--- src/design/skt_pkg.sv ---
`timescale 1ns / 1ps
package skt_pkg;

   // operation codes
   localparam logic [1:0] OP_INSERT = 2'd0;
   localparam logic [1:0] OP_REMOVE = 2'd1;
   localparam logic [1:0] OP_LOOKUP = 2'd2;

   // status codes
   localparam logic [1:0] ST_OK        = 2'd0;
   localparam logic [1:0] ST_NOT_FOUND = 2'd1;
   localparam logic [1:0] ST_FULL      = 2'd2;

   localparam int KEY_W    = 15;
   localparam int HANDLE_W = 8;
   localparam int POS_W    = 6;
   localparam int COUNT_W  = 7;

   typedef struct packed {
      logic [1:0]          op;
      logic [KEY_W-1:0]    search_key;
      logic [HANDLE_W-1:0] entry_handle;
   } req_type;

   typedef struct packed {
      logic [1:0]          status;
      logic [POS_W-1:0]    found_position;
      logic [HANDLE_W-1:0] found_handle;
      logic [COUNT_W-1:0]  entry_count;
   } rsp_type;

   typedef struct packed {
      logic [KEY_W-1:0]    key;
      logic [HANDLE_W-1:0] handle;
   } entry_type;

   // sequencer status toward the top level
   typedef struct packed {
      logic idle;
      logic done;
   } ctrl_stat_type;

endpackage

--- src/design/skt_entry_ram.sv ---
`timescale 1ns / 1ps
module skt_entry_ram
   import skt_pkg::*;
#(
   parameter int DEPTH = 64
) (
   input  logic                     clock,
   input  logic                     wr_en,
   input  logic [$clog2(DEPTH)-1:0] wr_addr,
   input  entry_type                wr_data,
   input  logic                     rd_en,
   input  logic [$clog2(DEPTH)-1:0] rd_addr,
   output entry_type                rd_data
);

   entry_type mem_ff [DEPTH];
   entry_type rd_data_ff;

   always_ff @(posedge clock) begin
      if (wr_en) begin
         mem_ff[wr_addr] <= wr_data;
      end
   end

   always_ff @(posedge clock) begin
      if (rd_en) begin
         rd_data_ff <= mem_ff[rd_addr];
      end
   end

   assign rd_data = rd_data_ff;

endmodule

--- src/design/skt_ctrl.sv ---
`timescale 1ns / 1ps
module skt_ctrl
   import skt_pkg::*;
#(
   parameter int CAPACITY = 64
) (
   input  logic                        clock,
   input  logic                        reset,
   input  logic                        start,
   input  req_type                     req,
   input  logic                        res_free,
   output ctrl_stat_type               stat,
   output rsp_type                     res,
   output logic                        mem_wr_en,
   output logic [$clog2(CAPACITY)-1:0] mem_wr_addr,
   output entry_type                   mem_wr_data,
   output logic                        mem_rd_en,
   output logic [$clog2(CAPACITY)-1:0] mem_rd_addr,
   input  entry_type                   mem_rd_data
);

   localparam int IDX_W = $clog2(CAPACITY);
   localparam int CNT_W = $clog2(CAPACITY + 1);

   localparam logic [2:0] S_IDLE     = 3'd0;
   localparam logic [2:0] S_SRCH_RD  = 3'd1;
   localparam logic [2:0] S_SRCH_CMP = 3'd2;
   localparam logic [2:0] S_SH_RD    = 3'd3;
   localparam logic [2:0] S_SH_WR    = 3'd4;
   localparam logic [2:0] S_FIN      = 3'd5;

   logic [2:0]          state_ff, state_in;
   logic [1:0]          op_ff, op_in;
   logic [KEY_W-1:0]    key_ff, key_in;
   logic [HANDLE_W-1:0] handle_ff, handle_in;
   logic [CNT_W-1:0]    lo_ff, lo_in;
   logic [CNT_W-1:0]    hi_ff, hi_in;      // exclusive upper bound
   logic [CNT_W-1:0]    ptr_ff, ptr_in;
   logic [CNT_W-1:0]    count_ff, count_in;
   logic [CNT_W-1:0]    mid_ff, mid_in;
   rsp_type             res_ff, res_in;

   logic                is_insert;
   logic                is_remove;
   logic [CNT_W:0]      mid_sum;
   logic [CNT_W-1:0]    mid;
   logic                key_lt;
   logic                key_eq;
   logic [CNT_W-1:0]    res_pos;
   logic [1:0]          res_status;
   logic [HANDLE_W-1:0] res_handle;
   logic [CNT_W-1:0]    res_count;
   logic                res_load;

   function automatic logic [IDX_W-1:0] ptr_in_prev(input logic [CNT_W-1:0] p);
      logic [CNT_W-1:0] t;
      t = p - CNT_W'(1);
      return t[IDX_W-1:0];
   endfunction

   function automatic logic [IDX_W-1:0] ptr_in_next(input logic [CNT_W-1:0] p);
      logic [CNT_W-1:0] t;
      t = p + CNT_W'(1);
      return t[IDX_W-1:0];
   endfunction

   assign is_insert = (op_ff == OP_INSERT);
   assign is_remove = (op_ff == OP_REMOVE);

   // midpoint: lower bound uses floor((lo+hi)/2) with hi exclusive,
   // exact match search uses floor((lo+hi-1)/2)
   assign mid_sum = {1'b0, lo_ff} + {1'b0, hi_ff} - {{CNT_W{1'b0}}, !is_insert};
   assign mid     = mid_sum[CNT_W:1];

   // shared key comparator
   assign key_lt = (mem_rd_data.key < key_ff);
   assign key_eq = (mem_rd_data.key == key_ff);

   always_comb begin
      state_in    = state_ff;
      op_in       = op_ff;
      key_in      = key_ff;
      handle_in   = handle_ff;
      lo_in       = lo_ff;
      hi_in       = hi_ff;
      ptr_in      = ptr_ff;
      count_in    = count_ff;
      mid_in      = mid_ff;
      res_in      = res_ff;
      mem_wr_en   = 1'b0;
      mem_wr_addr = ptr_ff[IDX_W-1:0];
      mem_wr_data = mem_rd_data;
      mem_rd_en   = 1'b0;
      mem_rd_addr = mid[IDX_W-1:0];
      res_load    = 1'b0;
      res_pos     = lo_ff;
      res_status  = ST_NOT_FOUND;
      res_handle  = '0;
      res_count   = count_ff;

      unique case (state_ff)
         S_IDLE: begin
            if (start) begin
               op_in     = req.op;
               key_in    = req.search_key;
               handle_in = req.entry_handle;
               lo_in     = '0;
               hi_in     = count_ff;
               if (req.op == OP_INSERT && count_ff == CNT_W'(CAPACITY)) begin
                  res_load   = 1'b1;
                  res_status = ST_FULL;
                  state_in   = S_FIN;
               end else begin
                  state_in = S_SRCH_RD;
               end
            end
         end
         S_SRCH_RD: begin
            if (lo_ff < hi_ff) begin
               mem_rd_en = 1'b1;
               mid_in    = mid;
               state_in  = S_SRCH_CMP;
            end else if (is_insert) begin
               ptr_in   = count_ff;
               state_in = S_SH_RD;
            end else begin
               res_load   = 1'b1;
               res_status = ST_NOT_FOUND;
               state_in   = S_FIN;
            end
         end
         S_SRCH_CMP: begin
            state_in = S_SRCH_RD;
            if (is_insert) begin
               if (key_lt) begin
                  lo_in = mid_ff + CNT_W'(1);
               end else begin
                  hi_in = mid_ff;
               end
            end else if (key_eq) begin
               lo_in     = mid_ff;
               handle_in = mem_rd_data.handle;
               if (is_remove) begin
                  ptr_in   = mid_ff;
                  state_in = S_SH_RD;
               end else begin
                  // lookup, also taken by the unused op code
                  res_load   = 1'b1;
                  res_pos    = mid_ff;
                  res_status = ST_OK;
                  res_handle = mem_rd_data.handle;
                  state_in   = S_FIN;
               end
            end else if (key_lt) begin
               lo_in = mid_ff + CNT_W'(1);
            end else begin
               hi_in = mid_ff;
            end
         end
         S_SH_RD: begin
            if (is_insert) begin
               if (ptr_ff > lo_ff) begin
                  mem_rd_en   = 1'b1;
                  mem_rd_addr = ptr_in_prev(ptr_ff);
                  state_in    = S_SH_WR;
               end else begin
                  mem_wr_en   = 1'b1;
                  mem_wr_data = '{key: key_ff, handle: handle_ff};
                  count_in    = count_ff + CNT_W'(1);
                  res_load    = 1'b1;
                  res_status  = ST_OK;
                  res_handle  = handle_ff;
                  res_count   = count_in;
                  state_in    = S_FIN;
               end
            end else begin
               if (ptr_ff + CNT_W'(1) < count_ff) begin
                  mem_rd_en   = 1'b1;
                  mem_rd_addr = ptr_in_next(ptr_ff);
                  state_in    = S_SH_WR;
               end else begin
                  count_in   = count_ff - CNT_W'(1);
                  res_load   = 1'b1;
                  res_status = ST_OK;
                  res_handle = handle_ff;
                  res_count  = count_in;
                  state_in   = S_FIN;
               end
            end
         end
         S_SH_WR: begin
            mem_wr_en = 1'b1;
            ptr_in    = is_insert ? ptr_ff - CNT_W'(1) : ptr_ff + CNT_W'(1);
            state_in  = S_SH_RD;
         end
         S_FIN: begin
            if (res_free) begin
               state_in = S_IDLE;
            end
         end
         default: begin
            state_in = S_IDLE;
         end
      endcase

      if (res_load) begin
         res_in.status         = res_status;
         res_in.found_position = (res_status == ST_OK) ? POS_W'(res_pos) : '0;
         res_in.found_handle   = res_handle;
         res_in.entry_count    = COUNT_W'(res_count);
      end
   end

   always_ff @(posedge clock) begin
      if (reset) begin
         state_ff <= S_IDLE;
         count_ff <= '0;
      end else begin
         state_ff <= state_in;
         count_ff <= count_in;
      end
   end

   always_ff @(posedge clock) begin
      op_ff     <= op_in;
      key_ff    <= key_in;
      handle_ff <= handle_in;
      lo_ff     <= lo_in;
      hi_ff     <= hi_in;
      ptr_ff    <= ptr_in;
      mid_ff    <= mid_in;
      res_ff    <= res_in;
   end

   assign stat.idle = (state_ff == S_IDLE);
   assign stat.done = (state_ff == S_FIN) && res_free;
   assign res       = res_ff;

endmodule

--- src/design/sorted_key_table.sv ---
`timescale 1ns / 1ps
// Sorted key table: up to CAPACITY entries held in ascending key order in a
// single-port-per-side entry RAM, each with an 8-bit handle. Insert places
// the new entry ahead of the first entry with an equal or larger key
// (duplicates allowed), remove deletes one matching entry and closes the
// gap, lookup reports position and handle; every transaction returns one
// response carrying the entry count. One transaction is processed at a
// time: each binary search step reads the RAM at the midpoint in S_SRCH_RD
// and compares the registered read data in S_SRCH_CMP, and each entry
// moved by an insert or remove is read in S_SH_RD and written one place
// over in S_SH_WR. A full-table insert skips the search and answers
// with ST_FULL. The response register lets a new request enter while the
// previous response waits.
module sorted_key_table
   import skt_pkg::*;
#(
   parameter int CAPACITY = 64
) (
   input  logic    clock,
   input  logic    reset,
   input  logic    req_valid,
   output logic    req_stall,
   input  req_type req_data,
   output logic    rsp_valid,
   input  logic    rsp_stall,
   output rsp_type rsp_data
);

   localparam int IDX_W = $clog2(CAPACITY);

   ctrl_stat_type    stat;
   rsp_type          res;
   logic             res_free;
   logic             rsp_valid_ff, rsp_valid_in;
   rsp_type          rsp_data_ff;
   logic             mem_wr_en;
   logic [IDX_W-1:0] mem_wr_addr;
   entry_type        mem_wr_data;
   logic             mem_rd_en;
   logic [IDX_W-1:0] mem_rd_addr;
   entry_type        mem_rd_data;

   // sequencer takes a new transaction only when it is idle
   assign req_stall = !stat.idle;

   // response slot frees when empty or being taken this cycle
   assign res_free = !rsp_valid_ff || !rsp_stall;

   skt_ctrl #(
      .CAPACITY(CAPACITY)
   ) u_ctrl (
      .clock      (clock),
      .reset      (reset),
      .start      (req_valid && !req_stall),
      .req        (req_data),
      .res_free   (res_free),
      .stat       (stat),
      .res        (res),
      .mem_wr_en  (mem_wr_en),
      .mem_wr_addr(mem_wr_addr),
      .mem_wr_data(mem_wr_data),
      .mem_rd_en  (mem_rd_en),
      .mem_rd_addr(mem_rd_addr),
      .mem_rd_data(mem_rd_data)
   );

   skt_entry_ram #(
      .DEPTH(CAPACITY)
   ) u_ram (
      .clock  (clock),
      .wr_en  (mem_wr_en),
      .wr_addr(mem_wr_addr),
      .wr_data(mem_wr_data),
      .rd_en  (mem_rd_en),
      .rd_addr(mem_rd_addr),
      .rd_data(mem_rd_data)
   );

   // response output register
   assign rsp_valid_in = stat.done || (rsp_valid_ff && rsp_stall);

   always_ff @(posedge clock) begin
      if (reset) begin
         rsp_valid_ff <= 1'b0;
      end else begin
         rsp_valid_ff <= rsp_valid_in;
      end
   end

   always_ff @(posedge clock) begin
      if (stat.done) begin
         rsp_data_ff <= res;
      end
   end

   assign rsp_valid = rsp_valid_ff;
   assign rsp_data  = rsp_data_ff;

`ifndef SYNTH
   // a finished result never overwrites one still waiting
   assert property (@(posedge clock) disable iff (reset)
      stat.done |-> !(rsp_valid_ff && rsp_stall))
      else $error("response overwritten while stalled");

   // an accepted request makes the block busy on the next cycle
   assert property (@(posedge clock) disable iff (reset)
      (req_valid && !req_stall) |=> req_stall)
      else $error("request accepted without going busy");

   // failed transactions report zero position and handle
   assert property (@(posedge clock) disable iff (reset)
      (rsp_valid && rsp_data.status != ST_OK) |->
         (rsp_data.found_position == '0 && rsp_data.found_handle == '0))
      else $error("failed response carries position or handle");

   // no RAM access while idle
   assert property (@(posedge clock) disable iff (reset)
      stat.idle |-> (!mem_wr_en && !mem_rd_en))
      else $error("RAM access while idle");
`endif

endmodule
--- config.mk ---
export PLATFORM = sky130hd
export DESIGN_NAME = sorted_key_table
export DESIGN_NICKNAME = d
export VERILOG_FILES = /design/src/design/skt_pkg.sv /design/src/design/skt_entry_ram.sv /design/src/design/skt_ctrl.sv /design/src/design/sorted_key_table.sv
export SDC_FILE = /design/constraint.sdc
export NUM_CORES = 2
export LEC_CHECK = 0
export CAP_MARGIN = 40
export CORE_MARGIN = 3
export CORE_UTILIZATION = 60
export DETAILED_ROUTE_END_ITERATION = 8
export DONT_BUFFER_PORTS = 1
export PLACE_DENSITY = 0.81
export SETUP_SLACK_MARGIN = 0.3
export SLEW_MARGIN = 10
export SYNTH_ARGS = -nofsm -noshare
export SYNTH_HDL_FRONTEND = slang
export SYNTH_SLANG_ARGS = --single-unit
--- constraint.sdc ---
create_clock -name clock -period 9.3 [get_ports clock]
set_input_delay 0.93 -clock clock [delete_from_list [all_inputs] [get_ports clock]]
set_output_delay 0.93 -clock clock [all_outputs]
set_load 0.05 [all_outputs]
Word level (Yosys, flattened, before mapping)
Memory sizes are Yosys's and may differ from the RTL's. A register that Yosys moved wholly into a read port is not among the register bits.
Index checks and enable logic that the tools add are counted.
- bits in registers: 110
- memory bits (writable): 1472
- bits of input ports: 29
- logic and storage cells: 153
- memories: 1
- add/subtract/negate cells: 7
- order comparisons: 4
- equality and inequality tests: 16
- mux-type cells: 84
- reductions and logical operators: 23
- memory list (memory ; depth ; width ; rd ports ; clocked after memory_dff ; wr ports ; line ; RTL):
    u_ram.mem_ff ; 64 ; 23 ; 1 ; 1 ; 1 ; skt_entry_ram.sv:16 ; entry_type mem_ff [DEPTH];
- operators with widths (operator ; count):
    2-to-1 mux 7 bit ; 18
    2-to-1 mux 8 bit ; 9
    2-to-1 mux 23 bit ; 3
    2-to-1 mux 6 bit ; 8
    case mux 8 bit (2 select lines) ; 2
    case mux 7 bit (2 select lines) ; 2
    2-to-1 mux 3 bit ; 9
    2-to-1 mux 1 bit ; 22
    adder 7 x 1 -> 7 bit, second input constant ; 3
    case mux 7 bit (3 select lines) ; 1
    case mux 3 bit (6 select lines) ; 1
    == test 15 bit ; 1
    < comparator 15 bit ; 1
    < comparator 7 bit ; 2
    subtractor 7 x 1 -> 7 bit, second input constant ; 2
    2-to-1 mux 2 bit ; 5
    != test 2 x 1 -> 1 bit, second input constant ; 5
    adder 7 x 7 -> 8 bit ; 1
    AND reduction 2 bit ; 4
    subtractor 8 x 1 -> 8 bit ; 1
    == test 7 bit, second input constant ; 1
    greater-than comparator 7 bit ; 1
    == test 3 x 2 -> 1 bit, second input constant ; 2
    == test 3 bit, second input constant ; 2
    17 further kinds ; 28

Depth between registers and ports, before layout
- depth after elaboration: 6
- depth in mapped cells: 20
- depth with buffers taken out: 15

By module
Synthesis repeated with hierarchy kept, for this count alone.
- cells, all modules: 3170
- area total of the unflattened synthesis: 63948.8 µm²
- modules (own cells, without submodules) (module ; instances ; cells each ; area each (µm²) ; sequential area each (µm²)):
    skt_entry_ram ; 1 ; 2527 ; 57286.2 ; 44893.1
    skt_ctrl ; 1 ; 614 ; 5929.4 ; 2482.4
    sorted_key_table ; 1 ; 29 ; 733.2 ; 710.7

Least setup slack after synthesis
OpenSTA, ideal clock, no wires.
- path type: register to register
- start: reg u_ctrl.lo_ff[4]
- end: mem u_ram.mem_ff[0][10] (netlist bit) (data pin)
- arrival time: 4.676 ns
- data required time: 8.598 ns
- path slack: 3.922 ns
- stages on the path, launching flop included: 11
- path buffers: 2
- period minus slack after synthesis: 5.378 ns
- path through: edfxtp_1 inv_1 ha_1 a211oi_1 o21ba_2 nand2_1 a21oi_1 nand2_1 clkbuf_1 clkbuf_1 o21ai_0
- RTL lines (item ; line ; RTL):
    start: declaration ; skt_ctrl.sv:36 ; logic [CNT_W-1:0] lo_ff, lo_in;
    start signal: assignment ; skt_ctrl.sv:228 ; lo_ff <= lo_in;
    end: declaration ; skt_entry_ram.sv:16 ;

Worst setup path in the final report
- start: reg u_ctrl.ptr_ff[3]
- end: reg u_ram.rd_data[18] (netlist name)
- cells in the longest elaborated chain, start to end: 5
- elaborated cells on any way between the ends: 12
- RTL lines (item ; line ; RTL):
    start: declaration ; skt_ctrl.sv:38 ; logic [CNT_W-1:0] ptr_ff, ptr_in;
    start signal: assignment ; skt_ctrl.sv:230 ; ptr_ff <= ptr_in;
    adder 7 x 1 -> 7 bit ; skt_ctrl.sv:177 ; if (ptr_ff + CNT_W'(1) < count_ff) begin
    < comparator 7 bit ; skt_ctrl.sv:177 ;
    2-to-1 mux 1 bit / 2-to-1 mux 6 bit (equally long branches) ; skt_ctrl.sv:177 ;
    2-to-1 mux 1 bit / 2-to-1 mux 6 bit (equally long branches) ; skt_ctrl.sv:161 ; if (is_insert) begin
    case mux 1 bit (2 select lines) / 2-to-1 mux 6 bit (equally long branches) ; skt_ctrl.sv:101 ; unique case (state_ff)
Parallel ways exist; a longest one is shown, timed or not.
A chain may end at the register's enable or synchronous reset.

==> out/qor.tcl <==
set qor(clock-root-buffer) {clkbuf_16}
set qor(ys_seq_area_share_pct) 74.4
set qor(drc_violation_count_after_routing) 0
set qor(cells_after_synthesis) 4666
set qor(ant_nets) 0
set qor(synth_area_leaders) {edfxtp_1 74%, nand2_1 6.5%, nand3_1 3.4%}
set qor(critical_path_buf_inv_count) 2
set qor(postSynth.topFlopCell) {edfxtp_1}
set qor(layout-drive-gt1-share_pct) 9.73
set qor(rsz_0062_raised_after_global_routing) {no}
set qor(ctsHoldBuffers) 0
set qor(grt_usage_pct) 32.7
set qor(cp_top_delay_family) {compound AO/OA/AOI/OAI gates}
set qor(synth-async-reset-ratio_pct) 0
set qor(first_global_vias) 40499
set qor(per_cell_via_count_in_the_routed_design) 6.84
set qor(hp-start) {reset}
set qor(hold_violations) 0
set qor(crit_type) {register to register}
set qor(path_max_fanout) 117
set qor(synthesis.nets) 4748
set qor(synth.yosys.warnings) 0
set qor(routed-via-count) 42397
set qor(finalMaxSlewViolations) 0
set qor(grt_first_pass_wirelength_um) 268000
set qor(cts_made_buffers) 154
set qor(fin_area_um2) 72100
set qor(setup.worst_path.start) {u_ctrl.ptr_ff[3]$_DFFE_PP_}
set qor(grt_start_max_net_pins) 160
set qor(clkLatencyLatePin_ns) 0.77
set qor(cts_post_setup_buffers_inserted) 0
set qor(final-setup-viol-count) 0
set qor(timing.clock.skew_ns) 0.0468
set qor(worst_path_required_ns) 9.94
set qor(drv.max_cap_violation_count) 0
set qor(clockBufferDepth) 3
set qor(max_freq_mhz) 145
set qor(layoutNonFillerInstCount) 6202
set qor(clkSlewWorstSetupHoldPaths_ns) 0.06
set qor(place.detailed.instances) 5914
set qor(startpoint_type) {register}
set qor(finalWirelength_um) 185000
set qor(drt_first_iter_violations) 7564
set qor(max_slew.worst_pin.slew_ns) 0.977
set qor(numPortBuffers) 0
set qor(synth_seq_cells) 1605
set qor(post-route-period-util_pct) 74.1
set qor(synth_edf_count) 1594
set qor(clock-sinks) 1605
set qor(endpoint_kind) {register}
set qor(yosys.cell_count.top_type) {edfxtp_1}
set qor(flow.area_growth_from_synthesis_pct) 11.5
set qor(tritoncts) {built}
set qor(worst-endpoint-arrival_ns) 7.53
set qor(tns_ns) 0
set qor(post_synth_instance_area_um2) 64700
set qor(post_dp_cell_area_um2) 67300
set qor(gr-total-overflow) 0
set qor(final_net_count) 4764
set qor(yosysTopAreaCellShare_pct) 74.0
set qor(floorplan.initialDensity_pct) 60.9
set qor(gates_resized_cts_repair) 0
set qor(height_of_the_die_um) 334
set qor(critPathSlowestCell) {nand3_1}
set qor(synth.lib_cells_used.distinct) 70
set qor(initial_antenna_violation_count) 8
set qor(reg2reg_from) {u_ctrl.ptr_ff[3]$_DFFE_PP_}
set qor(critical_path.cell_chain) {nand3_1 -> nor2_1 -> xor2_1 -> ha_1 -> o21ai_0 -> o211ai_1 -> nor3_2 -> o21ai_0 -> and2_4 -> buf_12 -> buf_12 -> nand2_1 -> nand3_1 -> o2111ai_1 -> a21oi_1 -> a221o_1}
set qor(dr.pass1.iters) 6
set qor(io-pin-count) 54
set qor(cts-htree-levels) 4
set qor(core-area_um2) 106000
set qor(cpPeakStageDelay_ns) 0.78
set qor(max-slew-margin-rel_pct) 34.9
set qor(gpl.final_weighted_congestion) 0.911
set qor(route.detailed.wl_per_inst_um) 29.8
set qor(die_x_um) 334
set qor(period_minus_slack_ns) 6.89
set qor(detailedPlacementHpwl_um) 107000
set qor(floorplan.rows) 119
set qor(die-area_um2) 112000
set qor(top_cells_by_count_synth) {1594 x edfxtp_1, 1117 x nand2_1, 440 x nand3_1, 207 x mux2i_1, 140 x a21oi_1}
set qor(min_path_type) {primary input to register}
set qor(syn_avg_cell_area_um2) 13.9
set qor(final_util_pct) 67.9
set qor(outcome) {finished clean}
set qor(synth_area_leader_cell) {edfxtp_1}
state kept, by name, summed over array words and instances (netlist names):
signal and flops:
u_ctrl.lo_ff 7, u_ctrl.ptr_ff 7, u_ctrl.hi_ff 7, u_ctrl.op_ff 2, u_ctrl.mid_ff 7, u_ctrl.handle_ff 8
u_ram.rd_data 23, rsp_valid 1, u_ctrl.res 23, u_ram.mem_ff 1472, u_ctrl.state_ff 3, u_ctrl.key_ff 15
rsp_data 23, u_ctrl.count_ff 7
routing by layer:
layer  track usage (%)  wire length [µm]  part of all wire (%)  vias to the layer above
met5                 0                25                 0.014                        -
met4              18.7             11600                   6.3                        4
met3              9.48             27900                    15                      664
met2              48.9             83500                    45                     3686
met1              43.5             62100                    34                    20481
li1                  -                 -                     -                    17562
cell type report:
cell class / count / area (µm²)
flip-flops and latches: 1605 / 48100
clock inverters: 84 / 656
repair buffers: 146 / 1640
well taps: 1391 / 1740
diodes: 3 / 7.51
fillers: 6665 / 34100
clock buffers: 198 / 4100
multi-input cells: 2715 / 15600
inverters: 60 / 225
final timing paths:
kind	end	slack [ns]	depth (start not counted)
worst max register to register	u_ram.rd_data[18]$_DFFE_PP_	2.41	16
worst min register to register	rsp_data[4]$_DFFE_PP_	0.42	0
worst max-delay path	u_ram.rd_data[18]$_DFFE_PP_	2.41	16
worst min-delay path	u_ctrl.state_ff[0]$_SDFFE_PP0P_	0.24	1
placed cells by master (no fill, tap or decap), types with 8 or more instances in the layout:
master,count
a211o_1,21
a211oi_1,8
a21o_1,9
a21oi_1,139
a221o_1,21
a221oi_1,93
a22o_1,14
a31oi_1,119
a32o_1,23
a32oi_1,30
and3_1,11
buf_12,25
buf_16,9
buf_4,104
clkbuf_1,39
clkbuf_16,157
clkinv_1,43
clkinv_2,18
dfxtp_1,11
edfxtp_1,1594
ha_1,52
inv_1,60
mux2_2,10
mux2i_1,207
nand2_1,1113
nand3_1,440
nand4_1,54
nor2_1,61
nor2_2,41
nor2_4,29
nor2b_1,14
nor3_1,8
o2111ai_1,23
o211ai_1,10
o21ai_0,29
o21ai_4,15
or3_1,11
xnor2_1,16
logic make-up (layout without fill, tap and decap cells):
kind of cell               Yosys count  in the layout  share of synthesized area (%)
muxes                              217            217                           3.38
DFF                               1605           1605                           74.4
adders and majority gates           53             53                           1.04
xor gates and xnor gates            22             22                          0.298
buffers and inverters              346            488                           2.32
other                                0              3                              0
and+or+nand+nor                   1830           1830                           12.1
AOI/OAI and AO/OA                  593            593                           6.52
through the flow:
stage | worst slack [ns] | hold WS [ns]
after floorplan | 3.92 | 0.400
after global placement | 2.91 | 0.403
after detailed placement | 2.74 | 0.405
after CTS | 2.72 | 0.192
after global routing | 2.18 | 0.209
final | 2.41 | 0.237
Power is left out: the tool's default activity adds up to more than one toggle a clock period on the data nets, which glitch-free logic cannot reach.
